## src/design/sbcs_pkg.sv

```systemverilog
// ----------------------------------------------------------------------------
// sbcs_pkg
// Shared types and constants for the stable bucket counting sort block.
// ----------------------------------------------------------------------------
package sbcs_pkg;

   localparam int KEY_PORT_W  = 16;
   localparam int SECOND_W    = 31;
   localparam int POS_W       = 31;
   localparam int CSR_INDEX_W = 1;
   localparam int CSR_DATA_W  = 31;

   localparam logic [CSR_INDEX_W-1:0] CSR_POSITION_OFFSET = 1'b0;
   localparam logic [CSR_INDEX_W-1:0] CSR_TWO_KEY_MODE    = 1'b1;

   typedef enum logic [1:0] {
      SEQ_LOAD,
      SEQ_SCAN,
      SEQ_TAIL,
      SEQ_EMIT
   } seq_state_type;

   typedef struct packed {
      logic clear_prev;
      logic set_prev;
      logic clear_best;
      logic sample;
   } cmp_ctrl_type;

endpackage

```

## src/design/sbcs_store.sv

```systemverilog
// ----------------------------------------------------------------------------
// sbcs_store
// Item store: key and second key per arrival index, one write and one
// registered read per cycle.
// ----------------------------------------------------------------------------
module sbcs_store #(
   parameter int BLOCK_DEPTH = 64,
   parameter int KEY_BITS    = 16,
   parameter int IDX_W       = 6
) (
   input  logic                          clock,
   input  logic                          wr_en,
   input  logic [IDX_W-1:0]              wr_addr,
   input  logic [KEY_BITS-1:0]           wr_key,
   input  logic [sbcs_pkg::SECOND_W-1:0] wr_second,
   input  logic [IDX_W-1:0]              rd_addr,
   output logic [KEY_BITS-1:0]           rd_key,
   output logic [sbcs_pkg::SECOND_W-1:0] rd_second
);

   logic [KEY_BITS-1:0]           key_store_ff    [BLOCK_DEPTH];
   logic [sbcs_pkg::SECOND_W-1:0] second_store_ff [BLOCK_DEPTH];
   logic [KEY_BITS-1:0]           rd_key_ff;
   logic [sbcs_pkg::SECOND_W-1:0] rd_second_ff;

   always_ff @(posedge clock) begin
      if (wr_en) begin
         key_store_ff[wr_addr]    <= wr_key;
         second_store_ff[wr_addr] <= wr_second;
      end
   end

   always_ff @(posedge clock) begin
      rd_key_ff    <= key_store_ff[rd_addr];
      rd_second_ff <= second_store_ff[rd_addr];
   end

   assign rd_key    = rd_key_ff;
   assign rd_second = rd_second_ff;

endmodule

```

## src/design/sbcs_cmp_unit.sv

```systemverilog
// ----------------------------------------------------------------------------
// sbcs_cmp_unit
// Shared compare unit: over one scan, finds the smallest (key, index) pair
// above the previously emitted one.
// ----------------------------------------------------------------------------
module sbcs_cmp_unit #(
   parameter int KEY_BITS = 16,
   parameter int IDX_W    = 6
) (
   input  logic                          clock,
   input  logic                          reset,
   input  sbcs_pkg::cmp_ctrl_type        ctrl,
   input  logic [KEY_BITS-1:0]           cand_key,
   input  logic [IDX_W-1:0]              cand_idx,
   input  logic [sbcs_pkg::SECOND_W-1:0] cand_second,
   output logic                          best_valid,
   output logic [KEY_BITS-1:0]           best_key,
   output logic [IDX_W-1:0]              best_idx,
   output logic [sbcs_pkg::SECOND_W-1:0] best_second
);

   localparam int TAG_W = KEY_BITS + IDX_W;

   logic [TAG_W-1:0]              cand_tag;
   logic [TAG_W-1:0]              prev_ff, prev_in;
   logic                          have_prev_ff, have_prev_in;
   logic [TAG_W-1:0]              best_ff, best_in;
   logic                          best_valid_ff, best_valid_in;
   logic [sbcs_pkg::SECOND_W-1:0] best_second_ff, best_second_in;
   logic                          qualifies;
   logic                          better;
   logic                          take;

   assign cand_tag  = {cand_key, cand_idx};
   assign qualifies = !have_prev_ff || (cand_tag > prev_ff);
   assign better    = !best_valid_ff || (cand_tag < best_ff);
   assign take      = ctrl.sample && qualifies && better;

   always_comb begin
      prev_in        = prev_ff;
      have_prev_in   = have_prev_ff;
      best_in        = best_ff;
      best_valid_in  = best_valid_ff;
      best_second_in = best_second_ff;
      if (ctrl.clear_prev) begin
         have_prev_in = 1'b0;
      end else if (ctrl.set_prev) begin
         prev_in      = best_ff;
         have_prev_in = 1'b1;
      end
      if (ctrl.clear_best) begin
         best_valid_in = 1'b0;
      end else if (take) begin
         best_in        = cand_tag;
         best_second_in = cand_second;
         best_valid_in  = 1'b1;
      end
   end

   always_ff @(posedge clock) begin
      if (reset) begin
         have_prev_ff  <= 1'b0;
         best_valid_ff <= 1'b0;
      end else begin
         have_prev_ff  <= have_prev_in;
         best_valid_ff <= best_valid_in;
      end
   end

   always_ff @(posedge clock) begin
      prev_ff        <= prev_in;
      best_ff        <= best_in;
      best_second_ff <= best_second_in;
   end

   assign best_valid  = best_valid_ff;
   assign best_key    = best_ff[TAG_W-1:IDX_W];
   assign best_idx    = best_ff[IDX_W-1:0];
   assign best_second = best_second_ff;

endmodule

```

## src/design/sbcs_seq.sv

```systemverilog
// ----------------------------------------------------------------------------
// sbcs_seq
// Sequencer: loads the block, then runs one store scan per sorted result.
// ----------------------------------------------------------------------------
module sbcs_seq #(
   parameter int BLOCK_DEPTH = 64,
   parameter int IDX_W       = 6
) (
   input  logic                   clock,
   input  logic                   reset,
   input  logic                   req_valid,
   input  logic                   req_last_item,
   input  logic                   out_free,
   output logic                   req_stall,
   output logic                   wr_en,
   output logic [IDX_W-1:0]       wr_addr,
   output logic [IDX_W-1:0]       rd_addr,
   output logic [IDX_W-1:0]       cand_idx,
   output sbcs_pkg::cmp_ctrl_type cmp_ctrl,
   output logic                   emit,
   output logic                   emit_last,
   output logic                   overflow
);

   localparam int CNT_W = $clog2(BLOCK_DEPTH + 1);

   sbcs_pkg::seq_state_type state_ff, state_in;

   logic [CNT_W-1:0] count_ff, count_in;
   logic             ovf_ff, ovf_in;
   logic [IDX_W-1:0] scan_ff, scan_in;
   logic             rd_valid_ff, rd_valid_in;
   logic [IDX_W-1:0] rd_idx_ff, rd_idx_in;
   logic [IDX_W-1:0] rank_ff, rank_in;
   logic [CNT_W-1:0] last_cnt;
   logic [IDX_W-1:0] last_idx;
   logic             accept;
   logic             full;
   logic             start;
   logic             issue;

   assign last_cnt = count_ff - CNT_W'(1);
   assign last_idx = last_cnt[IDX_W-1:0];
   assign full     = (count_ff == CNT_W'(BLOCK_DEPTH));
   assign accept   = req_valid && !req_stall;
   assign start    = accept && req_last_item;

   always_comb begin
      state_in = state_ff;
      case (state_ff)
         sbcs_pkg::SEQ_LOAD: begin
            if (start) state_in = sbcs_pkg::SEQ_SCAN;
         end
         sbcs_pkg::SEQ_SCAN: begin
            if (scan_ff == last_idx) state_in = sbcs_pkg::SEQ_TAIL;
         end
         sbcs_pkg::SEQ_TAIL: begin
            state_in = sbcs_pkg::SEQ_EMIT;
         end
         sbcs_pkg::SEQ_EMIT: begin
            if (out_free) begin
               state_in = (rank_ff == last_idx) ? sbcs_pkg::SEQ_LOAD : sbcs_pkg::SEQ_SCAN;
            end
         end
         default: state_in = sbcs_pkg::SEQ_LOAD;
      endcase
   end

   always_comb begin
      req_stall           = (state_ff != sbcs_pkg::SEQ_LOAD);
      issue               = (state_ff == sbcs_pkg::SEQ_SCAN);
      emit                = (state_ff == sbcs_pkg::SEQ_EMIT) && out_free;
      emit_last           = (rank_ff == last_idx);
      wr_en               = accept && !full;
      wr_addr             = count_ff[IDX_W-1:0];
      rd_addr             = scan_ff;
      cand_idx            = rd_idx_ff;
      overflow            = ovf_ff;
      cmp_ctrl.clear_prev = start;
      cmp_ctrl.set_prev   = emit;
      cmp_ctrl.clear_best = start || (emit && !emit_last);
      cmp_ctrl.sample     = rd_valid_ff;
   end

   always_comb begin
      scan_in     = issue ? scan_ff + IDX_W'(1) : '0;
      rd_valid_in = issue;
      rd_idx_in   = scan_ff;
      rank_in     = rank_ff;
      count_in    = count_ff;
      ovf_in      = ovf_ff;
      if (start) begin
         rank_in = '0;
      end else if (emit) begin
         rank_in = rank_ff + IDX_W'(1);
      end
      if (emit && emit_last) begin
         count_in = '0;
         ovf_in   = 1'b0;
      end else begin
         if (wr_en) count_in = count_ff + CNT_W'(1);
         if (accept && full) ovf_in = 1'b1;
      end
   end

   always_ff @(posedge clock) begin
      if (reset) begin
         state_ff    <= sbcs_pkg::SEQ_LOAD;
         count_ff    <= '0;
         ovf_ff      <= 1'b0;
         scan_ff     <= '0;
         rd_valid_ff <= 1'b0;
         rank_ff     <= '0;
      end else begin
         state_ff    <= state_in;
         count_ff    <= count_in;
         ovf_ff      <= ovf_in;
         scan_ff     <= scan_in;
         rd_valid_ff <= rd_valid_in;
         rank_ff     <= rank_in;
      end
   end

   always_ff @(posedge clock) begin
      rd_idx_ff <= rd_idx_in;
   end

endmodule

```

## src/design/stable_bucket_counting_sort.sv

```systemverilog
// ----------------------------------------------------------------------------
// stable_bucket_counting_sort
// Stable sort of a block of bucketed items, each result tagged with its
// arrival index plus a configured position offset.
//
//   channel   direction  handshake            payload
//   req_      in         req_valid/req_stall  bucket_key, second_key, last_item
//   rsp_      out        rsp_valid/rsp_stall  sorted_key/second/position, last_out,
//                                             overflow
//   csr_      in         csr_write            csr_index, csr_data
//
// Loading takes one transaction per cycle. After the last item, each sorted
// result costs one scan of the n stored items through the shared compare
// unit, read one at a time through the single store read port. The next
// block loads while the final result waits. Reset is synchronous, needs no
// clearing pass; a stalled result only holds up the following scan's emit
// step.
// ----------------------------------------------------------------------------
module stable_bucket_counting_sort #(
   parameter int BLOCK_DEPTH = 64,
   parameter int KEY_BITS    = 16
) (
   input  logic                             clock,
   input  logic                             reset,
   input  logic                             req_valid,
   output logic                             req_stall,
   input  logic [sbcs_pkg::KEY_PORT_W-1:0]  req_bucket_key,
   input  logic [sbcs_pkg::SECOND_W-1:0]    req_second_key,
   input  logic                             req_last_item,
   output logic                             rsp_valid,
   input  logic                             rsp_stall,
   output logic [sbcs_pkg::KEY_PORT_W-1:0]  rsp_sorted_key,
   output logic [sbcs_pkg::SECOND_W-1:0]    rsp_sorted_second,
   output logic [sbcs_pkg::POS_W-1:0]       rsp_sorted_position,
   output logic                             rsp_last_out,
   output logic                             rsp_overflow,
   input  logic                             csr_write,
   input  logic [sbcs_pkg::CSR_INDEX_W-1:0] csr_index,
   input  logic [sbcs_pkg::CSR_DATA_W-1:0]  csr_data
);

   localparam int IDX_W = $clog2(BLOCK_DEPTH);

   logic [sbcs_pkg::POS_W-1:0]      offset_ff, offset_in;
   logic                            two_key_ff, two_key_in;
   logic                            rsp_valid_ff, rsp_valid_in;
   logic [sbcs_pkg::KEY_PORT_W-1:0] key_ff, key_in;
   logic [sbcs_pkg::SECOND_W-1:0]   second_ff, second_in;
   logic [sbcs_pkg::POS_W-1:0]      position_ff, position_in;
   logic                            last_ff, last_in;
   logic                            ovf_out_ff, ovf_out_in;

   logic                          out_free;
   logic                          wr_en;
   logic [IDX_W-1:0]              wr_addr;
   logic [IDX_W-1:0]              rd_addr;
   logic [IDX_W-1:0]              cand_idx;
   logic [KEY_BITS-1:0]           rd_key;
   logic [sbcs_pkg::SECOND_W-1:0] rd_second;
   logic [sbcs_pkg::SECOND_W-1:0] wr_second;
   sbcs_pkg::cmp_ctrl_type        cmp_ctrl;
   logic                          emit;
   logic                          emit_last;
   logic                          overflow;
   logic                          best_valid;
   logic [KEY_BITS-1:0]           best_key;
   logic [IDX_W-1:0]              best_idx;
   logic [sbcs_pkg::SECOND_W-1:0] best_second;

   assign out_free  = !rsp_valid_ff || !rsp_stall;
   assign wr_second = two_key_ff ? req_second_key : '0;

   sbcs_seq #(
      .BLOCK_DEPTH (BLOCK_DEPTH),
      .IDX_W       (IDX_W)
   ) u_seq (
      .clock         (clock),
      .reset         (reset),
      .req_valid     (req_valid),
      .req_last_item (req_last_item),
      .out_free      (out_free),
      .req_stall     (req_stall),
      .wr_en         (wr_en),
      .wr_addr       (wr_addr),
      .rd_addr       (rd_addr),
      .cand_idx      (cand_idx),
      .cmp_ctrl      (cmp_ctrl),
      .emit          (emit),
      .emit_last     (emit_last),
      .overflow      (overflow)
   );

   sbcs_store #(
      .BLOCK_DEPTH (BLOCK_DEPTH),
      .KEY_BITS    (KEY_BITS),
      .IDX_W       (IDX_W)
   ) u_store (
      .clock     (clock),
      .wr_en     (wr_en),
      .wr_addr   (wr_addr),
      .wr_key    (req_bucket_key[KEY_BITS-1:0]),
      .wr_second (wr_second),
      .rd_addr   (rd_addr),
      .rd_key    (rd_key),
      .rd_second (rd_second)
   );

   sbcs_cmp_unit #(
      .KEY_BITS (KEY_BITS),
      .IDX_W    (IDX_W)
   ) u_cmp (
      .clock       (clock),
      .reset       (reset),
      .ctrl        (cmp_ctrl),
      .cand_key    (rd_key),
      .cand_idx    (cand_idx),
      .cand_second (rd_second),
      .best_valid  (best_valid),
      .best_key    (best_key),
      .best_idx    (best_idx),
      .best_second (best_second)
   );

   always_comb begin
      offset_in  = offset_ff;
      two_key_in = two_key_ff;
      if (csr_write) begin
         case (csr_index)
            sbcs_pkg::CSR_POSITION_OFFSET: offset_in  = csr_data;
            sbcs_pkg::CSR_TWO_KEY_MODE:    two_key_in = csr_data[0];
            default: ;
         endcase
      end
   end

   always_comb begin
      rsp_valid_in = rsp_valid_ff;
      key_in       = key_ff;
      second_in    = second_ff;
      position_in  = position_ff;
      last_in      = last_ff;
      ovf_out_in   = ovf_out_ff;
      if (emit) begin
         rsp_valid_in = 1'b1;
         key_in       = sbcs_pkg::KEY_PORT_W'(best_key);
         second_in    = best_second;
         position_in  = offset_ff + sbcs_pkg::POS_W'(best_idx);
         last_in      = emit_last;
         ovf_out_in   = overflow;
      end else if (!rsp_stall) begin
         rsp_valid_in = 1'b0;
      end
   end

   always_ff @(posedge clock) begin
      if (reset) begin
         offset_ff    <= '0;
         two_key_ff   <= 1'b0;
         rsp_valid_ff <= 1'b0;
      end else begin
         offset_ff    <= offset_in;
         two_key_ff   <= two_key_in;
         rsp_valid_ff <= rsp_valid_in;
      end
   end

   always_ff @(posedge clock) begin
      key_ff      <= key_in;
      second_ff   <= second_in;
      position_ff <= position_in;
      last_ff     <= last_in;
      ovf_out_ff  <= ovf_out_in;
   end

   assign rsp_valid           = rsp_valid_ff;
   assign rsp_sorted_key      = key_ff;
   assign rsp_sorted_second   = second_ff;
   assign rsp_sorted_position = position_ff;
   assign rsp_last_out        = last_ff;
   assign rsp_overflow        = ovf_out_ff;

   a_emit_has_best: assert property (@(posedge clock) disable iff (reset)
      emit |-> best_valid)
      else $error("emit without a selected item");

   a_no_scan_while_loading: assert property (@(posedge clock) disable iff (reset)
      !req_stall |-> !cmp_ctrl.sample)
      else $error("store scan active while loading");

   a_block_end_reopens: assert property (@(posedge clock) disable iff (reset)
      emit && emit_last |=> !req_stall && rsp_valid && rsp_last_out)
      else $error("block end did not return to loading");

endmodule

```

## config.mk

```make
export PLATFORM = sky130hd
export DESIGN_NAME = stable_bucket_counting_sort
export DESIGN_NICKNAME = d
export VERILOG_FILES = /design/src/design/sbcs_pkg.sv /design/src/design/sbcs_store.sv /design/src/design/sbcs_cmp_unit.sv /design/src/design/sbcs_seq.sv /design/src/design/stable_bucket_counting_sort.sv
export SDC_FILE = /design/constraint.sdc
export NUM_CORES = 2
export LEC_CHECK = 0
export ABC_AREA = 1
export BUFFER_PORTS_ARGS = -buffer_cell sky130_fd_sc_hd__buf_4
export CAP_MARGIN = 10
export CELL_PAD_IN_SITES_DETAIL_PLACEMENT = 0
export CELL_PAD_IN_SITES_GLOBAL_PLACEMENT = 1
export CORE_UTILIZATION = 29
export CTS_BUF_LIST = sky130_fd_sc_hd__clkbuf_4 sky130_fd_sc_hd__clkbuf_8 sky130_fd_sc_hd__clkbuf_16
export DETAILED_ROUTE_END_ITERATION = 12
export PLACE_DENSITY = 0.52
export SYNTH_ARGS = -nofsm -noshare
export SYNTH_HDL_FRONTEND = slang
export SYNTH_HIERARCHICAL = 1
export SYNTH_SLANG_ARGS = --single-unit
```

## constraint.sdc

```tcl
create_clock -name clock -period 4.8 [get_ports clock]
set_input_delay 0.24 -clock clock [delete_from_list [all_inputs] [get_ports clock]]
set_output_delay 0.24 -clock clock [all_outputs]
set_load 0.005 [all_outputs]
```

* Word level (Yosys, flattened, before mapping)
Memory sizes are Yosys's and may differ from the RTL's. A register that Yosys moved wholly into a read port is not among the register bits. Index checks and enable logic that the tools add are counted.
Word-level totals: memories 2, bits in writable memories 3008, bits in registers 219, output and inout port bits 82, input bits 85, logic and storage cells 84
Operators by class: eq/ne operators 10, mux-type cells 10, order comparisons 2, reductions and logical operators 31, bitwise logic cells 4, $add $sub $neg 5
Memory list:
- u_store.second_store_ff | words 64, width 31, read ports 1, clocked after Yosys merged registers in 1, write ports 1, RTL line sbcs_store.sv:22 | logic [sbcs_pkg::SECOND_W-1:0] second_store_ff [BLOCK_DEPTH];
- u_store.key_store_ff | words 64, width 16, read ports 1, clocked after Yosys merged registers in 1, write ports 1, RTL line sbcs_store.sv:21 | logic [KEY_BITS-1:0] key_store_ff [BLOCK_DEPTH];
Operator list (count):
- 31-bit by 6-bit adder with 31-bit output | 1
- 31-bit 2-to-1 mux | 1
- 22-bit > comparator | 1
- 22-bit < comparator | 1
- 6-bit by 1-bit adder with 6-bit output (second input constant) | 2
- 6-bit == test | 2
- 1-bit logical AND | 9
- 2-bit one-hot mux with 4 select lines | 1
- 2-bit AND reduction | 4
- 2-bit OR reduction | 4
- 7-bit by 1-bit adder with 7-bit output (second input constant) | 1
- 7-bit == test (second input constant) | 1
- 1-bit zero test | 7
- 2-bit 2-to-1 mux | 3
- 2-bit by 1-bit != test with 1-bit output (second input constant) | 3
- 6-bit by 1-bit subtractor with 6-bit output (second input constant) | 1
- 1-bit 2-to-1 mux | 5
- 2-bit == test (second input constant) | 2
- 1-bit logical OR | 4
- 1-bit inverter | 4
- 3-bit AND reduction | 1
- 2-bit by 1-bit == test with 1-bit output (second input constant) | 1
- 2-bit zero test | 1
- 2-bit != test (second input constant) | 1
- 2-bit nonzero test | 1

* Longest topological paths before layout
depth in word-level cells 7, gate-level depth with buffers 17, depth with buffers taken out 16

* By module
The synthesis kept the hierarchy.
Modules (own cells, without submodules):
- sbcs_store | area an instance 120944.7 um^2, cells an instance 9903, seq. area each 91267.5 um^2, times used 1
- stable_bucket_counting_sort | area an instance 4917.2 um^2, cells an instance 495, seq. area each 3062.9 um^2, times used 1
- sbcs_cmp_unit | area an instance 3539.6 um^2, cells an instance 279, seq. area each 2292.2 um^2, times used 1
- sbcs_seq | area an instance 1635.3 um^2, cells an instance 233, seq. area each 580.6 um^2, times used 1

* Worst setup path before layout
No wires, ideal clock.
path kind register -> register, from register u_seq.count_ff[0], to register u_cmp.best_ff[0], enable pin, slack 486 ps, period minus slack after synthesis 4314 ps, data required time 4335 ps, data arrival time 3848 ps, stages on the path, launching flop included 15, cell sequence dfxtp_1 -> inv_1 -> clkbuf_8 -> ha_1 -> or2_2 -> nand4_1 -> nor2_1 -> nand2_1 -> inv_1 -> nand2_2 -> inv_1 -> o21ai_0 -> inv_1 -> nand2_1 -> nor2_1
RTL lines:
- start: declaration | RTL line sbcs_seq.sv:29 | logic [CNT_W-1:0] count_ff, count_in;
- start signal: assignment | RTL line sbcs_seq.sv:116 | count_ff <= count_in;
- end signal: assignment | RTL line sbcs_cmp_unit.sv:72 | best_ff <= best_in;
- end: declaration | RTL line sbcs_cmp_unit.sv:27 | logic [TAG_W-1:0] best_ff, best_in;

* Worst setup path after layout
from register u_seq.count_ff[0], to memory u_store.key_store_ff[53][10], enable pin
On the way: word-level cells in the longest chain between the ends 5
RTL lines:
- 7-bit == test | RTL line sbcs_seq.sv:44 | assign full = (count_ff == CNT_W'(BLOCK_DEPTH));
- 1-bit zero test | RTL line sbcs_seq.sv:74 | wr_en = accept && !full;
- 1-bit logical AND | RTL line sbcs_seq.sv:74
- named net wr_en | RTL line stable_bucket_counting_sort.sv:54 | logic wr_en;
- 1-bit 2-to-1 mux | RTL line sbcs_store.sv:27 | if (wr_en) begin
- 1-bit 2-to-1 mux (implied by the code) | RTL line sbcs_store.sv:28 | key_store_ff[wr_addr] <= wr_key;
- end: declaration | RTL line sbcs_store.sv:21
The timed path passes the listed nets, and every way through them passes these cells.

==> flow_summary.ini <==
[sta]
relSlewSlack = 0.175
finalCritPeriodShare = 0.811
max_freq_mhz = 257
min_period_ns = 3.89
worst_pin_slew_ns = 1.24
skew_ns = 0.0763
setup_viol = 0
slew_viol_final = 0
rsz0062_at_grt = false
hold_viol = 0
setup_slack_ns = 0.908
setup_tns_ns = 0

[grt]
busiest_layer = met2
met2_usage = 0.323
overflow = 0
use_met1 = 0.290
antenna_found_initial = 27
grt.total_usage = 0.201
grt_pass1_vias = 84800
grt_max_degree = 156
grt_pass1_wl_microns = 657000
grt_use_met3 = 0.0219

[synthesis]
synth_edf_count = 3163
synth_xor_area_frac = 0.00134
yosysSeqAreaShare = 0.742
synth_top_cell_area_share = 0.725
syn_nets = 11100
ys_ff_latch = 3274
synth_warnings = 6
post-synth-top-area-cell = edfxtp_1
synthAdderAreaFrac = 0.00569
synth_top_family_by_area = simple AND/OR/NAND/NOR gates
synth_cell_types = 48
yosys-top-cells-area = edfxtp_1, nand3_1, nand2_1
synth.avg_cell_area_sq_um = 12.0
syn_area_sq_mm = 0.131
syn_inst = 10900
synthMuxAreaShare = 0
ys_async_sr_fraction = 0
synth_ff_type = edfxtp_1
synth_compound_area_frac = 0.00403
synthSimpleGateAreaFrac = 0.219

[power]
power.density_mw_per_mm2 = 436
ir_drop_mv = 0.319
p_leak_uw = 0.0541

[floorplanning]
core_area_sq_mm = 0.449
ios = 167
fp.dieArea_sq_mm = 0.455
die_w_microns = 674
start_util = 0.292
die_h_microns = 674
rows = 246

[placed_design]
io_buffers = 166
pre_cts_slack_ns = 1.06
dpl.hpwl_microns = 251000
gp_congestion = 0.808

[clock_network]
htree_levels = 5
clk_path_buf_depth = 4
cts.clk_slew.worst_paths_ns = 0.06
numCtsBuffers = 368
clk_latency_ns = 0.97
cts.sinks = 3274
cts_tree = done
cts_root_buf = clkbuf_16

[route]
drc = 0
firstDrtPassIters = 6
routed_wl_microns = 468000
wl_per_cell_microns = 26.8
ant_nets = 0
drtIter0Drc = 8982
num_vias = 87600
avgViaCountPerCell = 5.02

[layout]
n_fill_cell = 44100
drive_above_1_share = 0.106
nNetsFinal = 11300
area_delta_synth_final_pct = 17.1

[min_path]
min_path_type = input pin to register
hp-start = req_second_key[10]
whs_path_depth = 4
holdPathEnd = u_store/second_store_ff[62][10]

[flow_run]
max_cap_viol_count = 0

[critical_path]
start_kind = register
worstPathRequired_ns = 5.39
r2r_start = u_seq/count_ff[0]
crit_start = u_seq/count_ff[0]
r2r_slack_ns = 0.91
worstPathArrival_ns = 4.48
reg2reg_to = u_store/key_store_ff[53][10]
criticalPathCategory = register to register
cp_max_fo = 16
reg2regPathDepth = 9
cp-end-kind = register

[status]
status = finished clean
-- how the worst max path moves through the flow --
stage,end,depth (start not counted),slack [ns]
2_1_floorplan,u_cmp/best_ff[0],14,0.49
5_1_grt,u_store/key_store_ff[53][10],9,0.84
3_5_place_dp,u_store/key_store_ff[53][4],9,1.06
3_3_place_gp,u_store/key_store_ff[53][4],9,1.03
4_1_cts,u_store/key_store_ff[53][10],9,1.04
6_report,u_store/key_store_ff[53][10],9,0.91
-- through the flow --
stage	cell area (sq um)	hold slack [ns]	std cells	util	total power (uW)
floorplan	131000	0.309	10900	-	36800
global placement	141000	0.387	16700	0.313	39700
detailed placement	141000	0.389	16700	0.313	39800
CTS	153000	0.00235	17400	0.341	67500
global route	153000	0.0735	17400	0.341	69200
finish	153000	0.0566	17400	0.341	66900
-- cells in the mapped netlist (15+ instances only) --
master / count
edfxtp_1: 3163
nand3_1: 2843
buf_4: 19
nor2_1: 133
clkbuf_1: 234
nand2_1: 3561
inv_1: 170
buf_1: 86
nand4_1: 22
buf_2: 337
dfxtp_1: 111
a21oi_1: 47
xor2_1: 15
ha_1: 58
-- sequential cells by signal, indices dropped and copies added, names as in the netlist, 16 cells and up --
register	count
u_store/rd_key	16
rsp_sorted_second	31
offset_ff	31
u_cmp/prev_ff	22
u_store/rd_second	31
u_store/second_store_ff	1984
u_cmp/best_second	31
u_cmp/best_ff	22
rsp_sorted_position	31
u_store/key_store_ff	1024
rsp_sorted_key	16
-- cell type report --
cell class              count  area [sq um]  area share
multi-input cells        6779         30600       0.199
flip-flops and latches   3274         97200       0.634
clock buffers             489         10300      0.0669
inverters                 178           712     0.00464
repair buffers            577          5640      0.0367
well taps                5952          7450      0.0485
clock inverters           178          1510     0.00984
diodes                     10          25.0    0.000163
-- cell families (layout without fill, tap and decap cells) --
kind of cell / Yosys count / count (layout)
AND/OR/NAND/NOR: 6615 / 6615
AO/OA/AOI/OAI: 85 / 85
flip-flops: 3274 / 3274
other: 0 / 10
buffers and inverters: 857 / 1422
adder cells (fa/ha/maj): 59 / 59
XOR/XNOR: 20 / 20
-- power breakdown --
part	total (uW)	internal [uW]	switching, uW
registers	32600	31800	732
logic	6650	1860	4790
clock network	27700	15900	11800
-- critical path: stages, from the launching register on --
cell and delay (ns):
dfxtp_1 0.63, inv_1 0.33, ha_1 0.31, nand3_1 0.15
nand2_2 0.13, inv_1 0.35, nand4_1 0.17, buf_4 0.26
nor2_4 0.68, buf_4 0.46
-- per-layer routing --
layer | vias to the layer above | wire (microns)
met4 | 0 | 11400
met3 | 595 | 26600
li1 | 39200 | -
met1 | 44800 | 214000
met5 | - | 0
met2 | 2991 | 216000
-- what timing repair did --
item                      in CTS  in global routing
hold endpoints to repair    1081                  0
hold buffers                 106                  0
setup buffers                  0                  0
resized for setup              0                  0
-- cells in the final DEF (no fill, tap or decap), types with 3 or more instances in the layout --
cell	instances
ha_1	58
clkbuf_4	102
nor2_2	7
buf_12	83
inv_1	145
inv_8	3
nor2_4	70
clkinv_2	61
xnor2_1	5
diode_2	10
bufinv_16	16
nand3_2	5
nand3_1	2843
inv_2	16
nand2_2	11
clkinv_8	9
clkinv_16	4
clkinvlp_4	11
edfxtp_1	3163
a21oi_1	47
nor3_1	12
dfxtp_1	104
inv_16	3
or2_2	3
clkbuf_8	16
buf_4	388
o21ai_0	6
a21oi_2	5
nand4_1	22
nor2_1	67
xor2_1	15
nand2_1	3561
nand3b_1	4
clkbuf_16	371
inv_6	9
clkinv_1	76
dfxtp_4	6
a211oi_1	13
dlygate4sd3_1	106
Power figures use the tool's default switching activity.
